File: src/design/mlkr_pkg.sv
// Shared types, keycodes and helpers for the modifier layer key remapper.
package mlkr_pkg;

  // Event types
  localparam logic [4:0] EV_KEY = 5'd1;
  localparam logic [4:0] EV_MSC = 5'd4;
  localparam logic [9:0] MSC_SCAN = 10'd4;

  // Keycodes
  localparam logic [9:0] KC_ESC    = 10'd1;
  localparam logic [9:0] KC_LCTRL  = 10'd29;
  localparam logic [9:0] KC_LSHIFT = 10'd42;
  localparam logic [9:0] KC_RSHIFT = 10'd54;
  localparam logic [9:0] KC_LALT   = 10'd56;
  localparam logic [9:0] KC_CAPS   = 10'd58;
  localparam logic [9:0] KC_RCTRL  = 10'd97;
  localparam logic [9:0] KC_RALT   = 10'd100;
  localparam logic [9:0] KC_HOME   = 10'd102;
  localparam logic [9:0] KC_UP     = 10'd103;
  localparam logic [9:0] KC_PGUP   = 10'd104;
  localparam logic [9:0] KC_LEFT   = 10'd105;
  localparam logic [9:0] KC_RIGHT  = 10'd106;
  localparam logic [9:0] KC_END    = 10'd107;
  localparam logic [9:0] KC_DOWN   = 10'd108;
  localparam logic [9:0] KC_PGDN   = 10'd109;
  localparam logic [9:0] KC_LMETA  = 10'd125;
  localparam logic [9:0] KC_RMETA  = 10'd126;

  // Key values
  localparam logic signed [31:0] VAL_RELEASE = 32'sd0;
  localparam logic signed [31:0] VAL_PRESS   = 32'sd1;
  localparam logic signed [31:0] VAL_REPEAT  = 32'sd2;

  // Configuration register indexes
  localparam logic REG_META_MODE = 1'b0;
  localparam logic REG_CAPS_EN   = 1'b1;

  // Meta blocking modes
  localparam logic [1:0] MODE_PASS    = 2'd0;
  localparam logic [1:0] MODE_SWALLOW = 2'd1;
  localparam logic [1:0] MODE_LAZY    = 2'd2;
  localparam logic [1:0] MODE_ALIAS   = 2'd3;

  // Results held per input item
  localparam int unsigned MaxRes = 3;

  typedef struct packed {
    logic [4:0]         ev_type;
    logic [9:0]         ev_code;
    logic signed [31:0] ev_value;
  } ev_t;

  function automatic ev_t make_ev(logic [4:0] t, logic [9:0] c, logic signed [31:0] v);
    ev_t e;
    e.ev_type  = t;
    e.ev_code  = c;
    e.ev_value = v;
    return e;
  endfunction

  function automatic logic is_modifier(logic [9:0] c);
    return (c == KC_LSHIFT) || (c == KC_RSHIFT) || (c == KC_LALT) ||
           (c == KC_RALT) || (c == KC_LMETA) || (c == KC_RMETA) ||
           (c == KC_LCTRL) || (c == KC_RCTRL);
  endfunction

endpackage

File: src/design/modifier_layer_key_remapper.sv
// Top level of the modifier layer key remapper: decode, state update and result buffer.
//
// Usage:
// - Input channel (in_valid_i/in_ready_o) carries one event item: type, code, value.
// - Output channel (out_valid_o/out_ready_i) returns zero to three remapped events per
//   input item; last_of_run_o marks the final event of the run.
// - Config channel (cfg_valid_i/cfg_ready_o) writes register 0 (meta blocking mode,
//   2 bits) or register 1 (caps layer enable, bit 0). Always ready; write only while idle.
// Output: the first result of an item is registered and appears in the cycle after it is accepted.
// Throughput: the result buffer drains one event per cycle while out_ready_i is high. A new
//   item is accepted in the same cycle the last result of the previous one is taken;
//   items that make no result can be accepted every cycle.
// Reset: all modifier state clears, mode resets to swallow-and-replay, caps layer off,
//   result buffer empty.
// Stall: while out_ready_i is low the current result holds, and in_ready_o stays low
//   until the buffered run is down to its last event being taken.
module modifier_layer_key_remapper
  import mlkr_pkg::*;
(
  input  logic               clk_i,
  input  logic               rst_ni,
  // config write channel
  input  logic               cfg_valid_i,
  output logic               cfg_ready_o,
  input  logic               cfg_index_i,
  input  logic [1:0]         cfg_data_i,
  // input event channel
  input  logic               in_valid_i,
  output logic               in_ready_o,
  input  logic [4:0]         event_type_i,
  input  logic [9:0]         event_code_i,
  input  logic signed [31:0] event_value_i,
  // output event channel
  output logic               out_valid_o,
  input  logic               out_ready_i,
  output logic [4:0]         out_type_o,
  output logic [9:0]         out_code_o,
  output logic signed [31:0] out_value_o,
  output logic               last_of_run_o
);

  // Configuration registers
  logic [1:0] meta_mode_q;
  logic       caps_en_q;

  // Modifier state
  logic meta_held_q, meta_used_q, meta_inj_q, caps_held_q, caps_used_q;
  logic meta_held_d, meta_used_d, meta_inj_d, caps_held_d, caps_used_d;

  // Result buffer
  ev_t        buf_q [MaxRes];
  ev_t        ev_d  [MaxRes];
  logic [1:0] cnt_q, cnt_d;
  logic [1:0] idx_q;

  logic [1:0] mode;
  logic       in_acc, out_acc, is_last, is_arrow, pass_thru;
  logic [9:0] arrow_map;

  assign cfg_ready_o = 1'b1;

  // Latch configuration writes
  always_ff @(posedge clk_i or negedge rst_ni) begin
    if (!rst_ni) begin
      meta_mode_q <= MODE_SWALLOW;
      caps_en_q   <= 1'b0;
    end else if (cfg_valid_i) begin
      case (cfg_index_i)
        REG_META_MODE: meta_mode_q <= cfg_data_i;
        REG_CAPS_EN:   caps_en_q   <= cfg_data_i[0];
        default:       ;
      endcase
    end
  end

  // Output side of the buffer
  assign out_valid_o   = (cnt_q != 2'd0);
  assign is_last       = (idx_q == cnt_q - 2'd1);
  assign out_type_o    = buf_q[idx_q].ev_type;
  assign out_code_o    = buf_q[idx_q].ev_code;
  assign out_value_o   = buf_q[idx_q].ev_value;
  assign last_of_run_o = is_last;
  assign out_acc       = out_valid_o && out_ready_i;

  // Take a new item when the buffer is empty or its last event leaves now
  assign in_ready_o = (cnt_q == 2'd0) || (out_acc && is_last);
  assign in_acc     = in_valid_i && in_ready_o;

  // Decode arrow keys and their navigation targets
  assign mode     = (meta_mode_q == MODE_ALIAS) ? MODE_SWALLOW : meta_mode_q;
  assign is_arrow = (event_code_i == KC_LEFT) || (event_code_i == KC_RIGHT) ||
                    (event_code_i == KC_UP) || (event_code_i == KC_DOWN);

  always_comb begin
    case (event_code_i)
      KC_LEFT:  arrow_map = KC_HOME;
      KC_RIGHT: arrow_map = KC_END;
      KC_UP:    arrow_map = KC_PGUP;
      default:  arrow_map = KC_PGDN;
    endcase
  end

  // Remap one item into up to three events and the next modifier state
  always_comb begin
    meta_held_d = meta_held_q;
    meta_used_d = meta_used_q;
    meta_inj_d  = meta_inj_q;
    caps_held_d = caps_held_q;
    caps_used_d = caps_used_q;
    cnt_d       = 2'd0;
    pass_thru   = 1'b0;
    for (int i = 0; i < MaxRes; i++) begin
      ev_d[i] = '0;
    end

    if (event_type_i == EV_MSC && event_code_i == MSC_SCAN) begin
      // drop scan codes
    end else if (event_type_i != EV_KEY) begin
      pass_thru = 1'b1;
    end else if (caps_en_q && caps_held_q) begin
      // caps layer active
      if (event_code_i == KC_CAPS) begin
        if (event_value_i == VAL_RELEASE) begin
          caps_held_d = 1'b0;
          if (caps_used_q) begin
            caps_used_d = 1'b0;
            ev_d[0] = make_ev(EV_KEY, KC_LCTRL, VAL_RELEASE);
            cnt_d   = 2'd1;
          end else begin
            ev_d[0] = make_ev(EV_KEY, KC_ESC, VAL_PRESS);
            ev_d[1] = make_ev(EV_KEY, KC_ESC, VAL_RELEASE);
            cnt_d   = 2'd2;
          end
        end
      end else if (event_code_i == KC_LCTRL) begin
        // swallow real ctrl while caps acts as ctrl
      end else if (event_code_i == KC_ESC) begin
        ev_d[0]     = make_ev(EV_KEY, KC_CAPS, event_value_i);
        cnt_d       = 2'd1;
        caps_used_d = 1'b1;
      end else if (!caps_used_q && event_value_i != VAL_RELEASE) begin
        caps_used_d = 1'b1;
        ev_d[0] = make_ev(EV_KEY, KC_LCTRL, VAL_PRESS);
        ev_d[1] = make_ev(event_type_i, event_code_i, event_value_i);
        cnt_d   = 2'd2;
      end else begin
        pass_thru = 1'b1;
      end
    end else if (caps_en_q && event_code_i == KC_CAPS && event_value_i == VAL_PRESS) begin
      caps_held_d = 1'b1;
    end else if (meta_held_q) begin
      // meta layer active
      if (event_code_i == KC_LMETA && event_value_i == VAL_RELEASE) begin
        meta_held_d = 1'b0;
        if (mode == MODE_PASS) begin
          ev_d[0] = make_ev(EV_KEY, KC_LMETA, VAL_RELEASE);
          cnt_d   = 2'd1;
        end else if (mode == MODE_LAZY && meta_inj_q) begin
          meta_inj_d = 1'b0;
          ev_d[0] = make_ev(EV_KEY, KC_LMETA, VAL_RELEASE);
          cnt_d   = 2'd1;
        end else if (!meta_used_q) begin
          ev_d[0] = make_ev(EV_KEY, KC_LMETA, VAL_PRESS);
          ev_d[1] = make_ev(EV_KEY, KC_LMETA, VAL_RELEASE);
          cnt_d   = 2'd2;
        end
      end else if (is_arrow && event_value_i == VAL_RELEASE) begin
        // drop arrow release, the tap already went out
      end else if (is_arrow &&
                   (event_value_i == VAL_PRESS || event_value_i == VAL_REPEAT)) begin
        meta_used_d = 1'b1;
        if (meta_inj_q) begin
          meta_inj_d = 1'b0;
          ev_d[0] = make_ev(EV_KEY, KC_LMETA, VAL_RELEASE);
          ev_d[1] = make_ev(EV_KEY, arrow_map, VAL_PRESS);
          ev_d[2] = make_ev(EV_KEY, arrow_map, VAL_RELEASE);
          cnt_d   = 2'd3;
        end else begin
          ev_d[0] = make_ev(EV_KEY, arrow_map, VAL_PRESS);
          ev_d[1] = make_ev(EV_KEY, arrow_map, VAL_RELEASE);
          cnt_d   = 2'd2;
        end
      end else if (mode == MODE_LAZY && !is_modifier(event_code_i)) begin
        meta_inj_d = 1'b1;
        if (!meta_inj_q) begin
          ev_d[0] = make_ev(EV_KEY, KC_LMETA, VAL_PRESS);
          ev_d[1] = make_ev(event_type_i, event_code_i, event_value_i);
          cnt_d   = 2'd2;
        end else begin
          pass_thru = 1'b1;
        end
      end else begin
        pass_thru = 1'b1;
      end
    end else if (event_code_i == KC_LMETA && event_value_i == VAL_PRESS) begin
      meta_held_d = 1'b1;
      meta_used_d = 1'b0;
      meta_inj_d  = 1'b0;
      pass_thru   = (mode == MODE_PASS);
    end else begin
      pass_thru = 1'b1;
    end

    if (pass_thru) begin
      ev_d[0] = make_ev(event_type_i, event_code_i, event_value_i);
      cnt_d   = 2'd1;
    end
  end

  // Advance modifier state on each accepted item
  always_ff @(posedge clk_i or negedge rst_ni) begin
    if (!rst_ni) begin
      meta_held_q <= 1'b0;
      meta_used_q <= 1'b0;
      meta_inj_q  <= 1'b0;
      caps_held_q <= 1'b0;
      caps_used_q <= 1'b0;
    end else if (in_acc) begin
      meta_held_q <= meta_held_d;
      meta_used_q <= meta_used_d;
      meta_inj_q  <= meta_inj_d;
      caps_held_q <= caps_held_d;
      caps_used_q <= caps_used_d;
    end
  end

  // Load the run on accept, step through it as results are taken
  always_ff @(posedge clk_i or negedge rst_ni) begin
    if (!rst_ni) begin
      cnt_q <= 2'd0;
      idx_q <= 2'd0;
    end else if (in_acc) begin
      cnt_q <= cnt_d;
      idx_q <= 2'd0;
    end else if (out_acc) begin
      if (is_last) begin
        cnt_q <= 2'd0;
        idx_q <= 2'd0;
      end else begin
        idx_q <= idx_q + 2'd1;
      end
    end
  end

  // Hold result payloads
  always_ff @(posedge clk_i) begin
    if (in_acc) begin
      for (int i = 0; i < MaxRes; i++) begin
        buf_q[i] <= ev_d[i];
      end
    end
  end

endmodule
File: config.mk
export PLATFORM = sky130hd
export DESIGN_NAME = modifier_layer_key_remapper
export DESIGN_NICKNAME = d
export VERILOG_FILES = /design/src/design/mlkr_pkg.sv /design/src/design/modifier_layer_key_remapper.sv
export SDC_FILE = /design/constraint.sdc
export NUM_CORES = 1
export LEC_CHECK = 0
export BUFFER_PORTS_ARGS = -buffer_cell sky130_fd_sc_hd__buf_2
export CELL_PAD_IN_SITES_DETAIL_PLACEMENT = 0
export CELL_PAD_IN_SITES_GLOBAL_PLACEMENT = 1
export CORE_UTILIZATION = 45
export DETAILED_ROUTE_END_ITERATION = 10
export PLACE_DENSITY_LB_ADDON = 0.1
export SLEW_MARGIN = 20
export SYNTH_ARGS = -nofsm -noshare
export SYNTH_HDL_FRONTEND = slang
export SYNTH_SLANG_ARGS = --single-unit
File: constraint.sdc
create_clock -name clk_i -period 4.5 [get_ports clk_i]
set_clock_uncertainty 0.2 [all_clocks]
set_input_delay 1.125 -clock clk_i [delete_from_list [all_inputs] [get_ports clk_i]]
set_output_delay 1.125 -clock clk_i [all_outputs]
set_load 0.02 [all_outputs]
======== After elaboration in Yosys (flattened, before gate mapping) ========
Memory sizes are Yosys's and may differ from the RTL's.
Index checks and enable logic that the tools add are counted.
storage, ports and cells
  memory bits (writable) .................. 141
  bits of input ports ..................... 55
  latch bits .............................. 0
  output and inout port bits .............. 51
  bits in registers ....................... 12
  memories ................................ 1
  bits in read-only memories .............. 0
cells by class
  div/mod/pow operators ................... 0
  add/sub/neg operators ................... 2
  $lt $le $gt $ge ......................... 0
  $mul .................................... 0
  muxes and demuxes ....................... 98
  equality and inequality tests ........... 33
  shift operators ......................... 0
  bitwise operators ....................... 5
  reductions and logical operators ........ 46
memory list
  name   depth  bits a word  read ports  clocked after memory_dff  wr ports  line                               RTL
  buf_q  3      47           1           0                         3         modifier_layer_key_remapper.sv:51  ev_t buf_q [MaxRes];
operators with widths
  cell                                                   number
  two-way mux 141 bit                                    5
  two-way mux 94 bit                                     5
  two-way mux 90 bit                                     5
  two-way mux 47 bit                                     9
  two-way mux 43 bit                                     3
  two-way mux 89 bit                                     1
  equality test 10 x 7 -> 1 bit (second input constant)  8
  two-way mux 2 bit                                      27
  two-way mux 1 bit                                      41
  equality test 10 x 6 -> 1 bit (second input constant)  4
  two-way mux 37 bit                                     1
  equality test 32 x 2 -> 1 bit (second input constant)  1
  equality test 32 x 3 -> 1 bit (second input constant)  1
  zero test 32 bit                                       1
  nonzero test 32 bit                                    1
  logical AND 1 bit                                      14
  logical OR 1 bit                                       12
  case mux 4 bit (3 select lines)                        1
  equality test 10 x 1 -> 1 bit (second input constant)  1
  equality test 10 x 3 -> 1 bit (second input constant)  1
  equality test 10 x 5 -> 1 bit (second input constant)  1
  AND reduction 10 bit                                   1
  nonzero test 2 bit                                     5
  AND reduction 9 bit                                    1
  19 further kinds                                       34

======== Depth between registers and ports, before layout ========
Gate-level depths: netlist of run 1.
  depth in word-level cells ............... 21
  depth in mapped cells ................... 9

======== Worst setup path before layout of run 1 ========
Ideal clock, no wire load.
  kind .................................... input -> register
  from .................................... input out_ready_i
  to ...................................... memory buf_q[0][0] (netlist bit) (enable)
  path buffers ............................ 0
  library setup time ...................... 452 ps
  path slack .............................. 435 ps
  data required time ...................... 3848 ps
  cell stages on the path ................. 3
  data arrival time ....................... 3413 ps
  cell sequence ........................... a31o_2 nand2_1 inv_1
RTL lines
  element             line                               RTL
  start: declaration  modifier_layer_key_remapper.sv:35  input logic out_ready_i,
  end: declaration    modifier_layer_key_remapper.sv:51

==> impl_metrics.toml, run 1 <==
[status]
status = "completed"

[global_routing]
grt_pass1_vias = 4656
antenna_found_initial = 0
grt_max_degree = 62
grt.overflow.total = 0
track_usage_pct = 22.6
grt_first_pass_wirelength_um = 24900

[sta]
finalWorstSetupSlack_ps = 925
tightest_slew_ps = 716
hold_viol = 0
maxSlewHeadroom_pct = 52.3
drv_slew = 0
hold-worst-slack_ps = 330
fmax_mhz = 280
rsz0062_at_grt = "false"
setup_viol = 0
tns_ps = 0
min_period_ps = 3580
period_share_pct = 79.5

[cts]
htree_levels = 3
post_cts_resized = 0
clkTransAtPathRegs_ps = 70
clk_latency_ps = 350
cts_buffers = 9
cts_setup_buffers = 0
cts_hold_buf = 0
cts_max_path_buffers = 2
root_buffer = "clkbuf_16"
cts_tree = "done"
cts.sinks = 111

[logic_synthesis]
synth_top_area_share_pct = 47.1
ys_seq_area_share_pct = 51.9
avgSynthCellArea_um2 = 11.0
synth_top_area_cell = "edfxtp_1"
yosys_register_bits = 111
synth_edf_count = 99
syn_area_um2 = 6310
synth_warnings = 0
ys_types = 81
synthTopCellsByArea = "edfxtp_1 47%, mux2i_1 7.5%, nor2_1 4.6%"
syn-instance-count = 576
async_flop_share_pct = 10.8
synthFlopType = "edfxtp_1"

[power_and_ir_drop]
power.density_nw_per_um2 = 537
vdd.ir_drop.worst_v = 0.000225
leakage_nw = 2.88

[worst_setup_path]
crit_path_start_kind = "input pin"
arrival_ps = 3480
required_ps = 4410
reg2reg_depth = 7
reg2reg_slack_ps = 1590
crit_type = "in -> reg"
end_kind = "flip-flop"
crit_path_max_fanout = 10

[floorplan]
core_um2 = 13500
start_util_pct = 46.9
num_rows = 42
boundaryPins = 106
dieArea_um2 = 14500
die_h_um = 120
die_width_um = 120

[place]
gp_congestion = 0.969
dpl.hpwl_um = 11400
place_area_um2 = 7020
portBuffers = 104
place_ws_ps = 535

[routing]
via_count = 4770
via_per_inst = 5.59
ant_nets = 0
drc = 0
wirelength_um = 15800
wl_per_cell_um = 18.5
first_pass_iters = 5
drt_iter0_drc = 328

[cells_and_area]
layout_common_cells = "104 x buf_2, 99 x edfxtp_1, 78 x nor2_1"
antenna_cells = 0
finalCoreUtilization_pct = 55.0
layout_commonest_cell = "buf_2"
layout.nets = 729
area_delta_synth_final_pct = 17.3
finish.instance_area_um2 = 7400
final_layout_size_suffix_gt1_share_pct = 24.9

[job]
maxCapViolations = 0

[hold_path]
whs_path_depth = 2
hold_path.class = "reg -> reg"
[cell type report]
class	instances	area, um2
fill	1226	6050
sequential	111	3280
clock buffer	9	225
timing repair buffer	123	688
tap	176	220
multi-input combinational	416	2790
inverter	12	46.3
clock inverter	7	149
[synthesized netlist by cell type (2+ instances only)]
master / n
mux2_2: 3
clkbuf_1: 22
o21ai_1: 3
nor3_1: 9
xor2_1: 3
inv_1: 11
nand2_1: 27
conb_1: 2
a31o_2: 2
a221o_1: 2
buf_2: 7
a31oi_1: 6
nor4_1: 12
buf_1: 4
nor3b_1: 4
or3_1: 3
a211oi_1: 4
a21boi_1: 29
nand4_1: 10
a21boi_0: 6
a41oi_1: 3
nand3b_1: 3
edfxtp_1: 99
dfrtp_1: 11
nor2_1: 78
o31ai_1: 5
buf_6: 6
a41o_1: 3
o21ai_0: 18
nand2b_1: 4
nor4bb_1: 2
mux2i_1: 47
o22ai_1: 2
a21o_1: 3
nor2b_1: 9
and3_1: 4
mux2_4: 4
and2_1: 35
and3b_1: 2
a21oi_1: 14
nand3_1: 12
o21a_1: 4
[cells by family (layout without fill, tap and decap cells)]
logic type | after synthesis | after routing | synth area share (%)
compound gates | 124 | 124 | 14.7
flops | 111 | 111 | 51.9
buf+inv | 52 | 151 | 4.01
fa+ha+maj | 1 | 1 | 0.198
mux | 54 | 54 | 8.94
simple gates | 228 | 228 | 19.6
xor+xnor | 4 | 4 | 0.555
other cells | 2 | 5 | 0.119
[stage by stage]
stage	instances	power, W
6_report	854	0.00397
5_1_grt	854	0.00418
4_1_cts	854	0.00401
3_5_place_dp	838	0.00302
3_3_place_gp	838	0.00300
2_1_floorplan	579	0.00254
[worst paths after layout]
path                                         from             end
worst min-delay path                     cnt_q[1]        cnt_q[1]
min in group asynchronous                  rst_ni     meta_held_q
max in group asynchronous                  rst_ni  meta_mode_q[0]
worst max register to register           cnt_q[0]    buf_q[0][34]
worst max-delay path            event_value_i[12]    buf_q[0][38]
worst min register to register           cnt_q[1]        cnt_q[1]
[routing by layer]
| layer | vias up | global-route usage, % | part of all wire [%] |
|---|---|---|---|
| met4 | 0 | 8.18 | 2.4 |
| met5 | - | 0 | 0 |
| met3 | 28 | 3.25 | 4.6 |
| li1 | 2332 | - | - |
| met2 | 147 | 36.6 | 47 |
| met1 | 2263 | 31.0 | 46 |
[registers in the layout, summed over array words and instances, names as in the netlist]
| register | count |
|---|---|
| idx_q | 2 |
| caps_held_q | 1 |
| caps_en_q | 1 |
| meta_mode_q | 2 |
| buf_q | 99 |
| meta_held_q | 1 |
| caps_used_q | 1 |
| meta_used_q | 1 |
| meta_inj_q | 1 |
| cnt_q | 2 |
[power by group]
group / total (W) / leakage [nW] / switching (W) / internal, W
sequential: 0.00151 / 1.10 / 0.0000989 / 0.00141
combinational: 0.00147 / 1.60 / 0.000986 / 0.000485
clock: 0.000991 / 0.183 / 0.000382 / 0.000609
total: 0.00397 / 2.88 / 0.00147 / 0.00251
[critical path, stage by stage]
cell and delay, ps:
buf_2 110, nor4_1 430, nand4_1 290, or2_1 370
nor4_1 430, o21ai_2 200, nand2_4 200, mux2_4 320
Note: power is estimated with default switching activity, not from simulation.
==> run 2, diff against run 1 <==
Settings changed: CORE_UTILIZATION 45 to 40.
Clock period 4.5 ns to 3.1 ns, I/O delays scaled along.
==> run 2 against run 1 <==
Die area rose by 12%; register-to-register slack worse by 1000 ps; sequential power increased by 44%; global-route usage is 0.56 points lower; power increased by 41%; flip-flop and latch count unchanged; clock power rose by 16%; worst setup slack worse by 870 ps; combinational power is 56% higher; via count grew 9.0%; critical path depth grew 4; critical path type unchanged.
==> impl_metrics.toml, run 2 (synthesis gave the netlist of run 1 again) <==
[status]
status = "completed"

[sta]
maxSlewHeadroom_pct = 66.4
setup_viol = 0
hold_viol = 0
drv_slew = 0
min_period_ps = 3050
rsz0062_at_grt = "true"
finalWorstSetupSlack_ps = 52.0
tns_ps = 0
period_share_pct = 98.3
fmax_mhz = 328
hold-worst-slack_ps = 105
tightest_slew_ps = 504

[cts]
clkTransAtPathRegs_ps = 70
cts_tree = "done"
cts_buffers = 9
cts_max_path_buffers = 2
htree_levels = 3
cts.sinks = 111
clk_latency_ps = 350
root_buffer = "clkbuf_16"

[power_and_ir_drop]
leakage_nw = 3.36
vdd.ir_drop.worst_v = 0.000343
power.density_nw_per_um2 = 681
power.total_w = 0.00562

[global_routing]
antenna_found_initial = 0
grt_max_degree = 41
grt_pass1_vias = 5220
grt.overflow.total = 0
track_usage_pct = 22.1
grt_first_pass_wirelength_um = 27600

[floorplan]
num_rows = 45
die_width_um = 128
boundaryPins = 106
die_h_um = 128
dieArea_um2 = 16300
core_um2 = 15300
start_util_pct = 41.2

[routing]
via_per_inst = 5.22
drt_iter0_drc = 279
via_count = 5198
drc = 0
wl_met2_um = 8330
wirelength_um = 17300
highest_layer = "met4"
wl_per_cell_um = 17.4
ant_nets = 0
routed-wl-met3_um = 605
wl_met1_um = 8200
first_pass_iters = 4

[cells_and_area]
final_layout_size_suffix_gt1_share_pct = 35.7
layout_commonest_cell = "buf_4"
layout.nets = 836
largest_reg_flops = 99
antenna_cells = 0
layout_common_cells = "120 x buf_4, 104 x buf_2, 99 x edfxtp_1"
area_delta_synth_final_pct = 30.8
largest-register = "buf_q"

[worst_setup_path]
crit_path_start_kind = "input pin"
required_ps = 3070
critPathTopFamily = "simple AND/OR/NAND/NOR gates"
reg2reg_depth = 6
end_kind = "flip-flop"
critPathBufInv = 5
cpMostUsedCell = "buf_4"
path_cells = "buf_2 -> nor4_2 -> buf_4 -> nand4_1 -> buf_6 -> nor2_1 -> buf_4 -> buf_4 -> nand3b_1 -> nor2_1 -> a41oi_1 -> o21ai_0"
cpMaxStageDelayCell = "nor2_1"
crit_path_max_fanout = 8
max_stage_delay_ps = 300
worst-path-stages = 12
crit_type = "in -> reg"
arrival_ps = 3020

[hold_path]
hold_path.class = "in -> async"

[place]
place_ws_ps = -440
portBuffers = 104
dpl.hpwl_um = 13100
gp_congestion = 0.933

[job]
maxCapViolations = 0
-- run 2: cell count changes in the layout (fill, tap and decap cells not counted), moves of 2 or more --
| cell | delta |
|---|---|
| bufinv_16 | -3 |
| nor4_2 | +4 |
| clkinvlp_4 | +2 |
| buf_6 | +2 |
| nor4_1 | -5 |
| clkbuf_1 | +2 |
| buf_4 | +103 |
| buf_12 | +2 |
-- run 2: routing by layer --
layer | global-route usage (%) | up-vias
met2 | 36.7 | 126
met4 | 6.16 | 0
met3 | 3.60 | 14
met5 | 0 | -
met1 | 29.8 | 2516
li1 | - | 2542
-- run 2: path summary, 6_finish.rpt --
kind,end,slack [ps],start
max in group asynchronous,meta_mode_q[0],2310,rst_ni
max,buf_q[0][33],50,event_value_i[12]
max reg2reg,buf_q[0][38],580,meta_mode_q[0]
min,meta_mode_q[1],100,rst_ni
min in group clk_i,cnt_q[1],310,cnt_q[1]
min reg2reg,cnt_q[1],310,cnt_q[1]
-- run 2: stage by stage --
step	std cells	utilization, %	cell area [um2]
6_report	996	53.9	8250
5_1_grt	996	53.9	8250
4_1_cts	995	53.6	8210
3_5_place_dp	979	51.6	7900
3_3_place_gp	979	51.6	7900
2_1_floorplan	579	-	6330
-- run 2: cell type report --
cell class	count	area [um2]
Clock inverter	5	58.8
Timing Repair Buffer	230	1520
Clock buffer	11	233
Multi-Input combinational cell	416	2850
Inverter	12	48.8
Fill cell	1413	7060
Tap cell	211	264
Sequential cell	111	3280
-- run 2: timing repair --
action	4_1_cts	5_1_grt
gates resized for setup	3	7
setup endpoints to repair	6	39
setup buffers	0	1
pin swaps	1	1
hold buffers	0	0
gates cloned	0	0
-- run 2: power breakdown --
part | total, W | switching [W] | internal, W
logic | 0.00229 | 0.00148 | 0.000809
clock network | 0.00115 | 0.000522 | 0.000630
registers | 0.00217 | 0.000126 | 0.00205
total | 0.00562 | 0.00213 | 0.00349
-- run 2: worst register-to-register path, stage by stage (launching register included) --
cell and delay (ps):
dfstp_2 390, nand2b_1 200, a41o_1 250, a211oi_2 420, o211ai_2 280, nand2_4 210
mux2_4 320
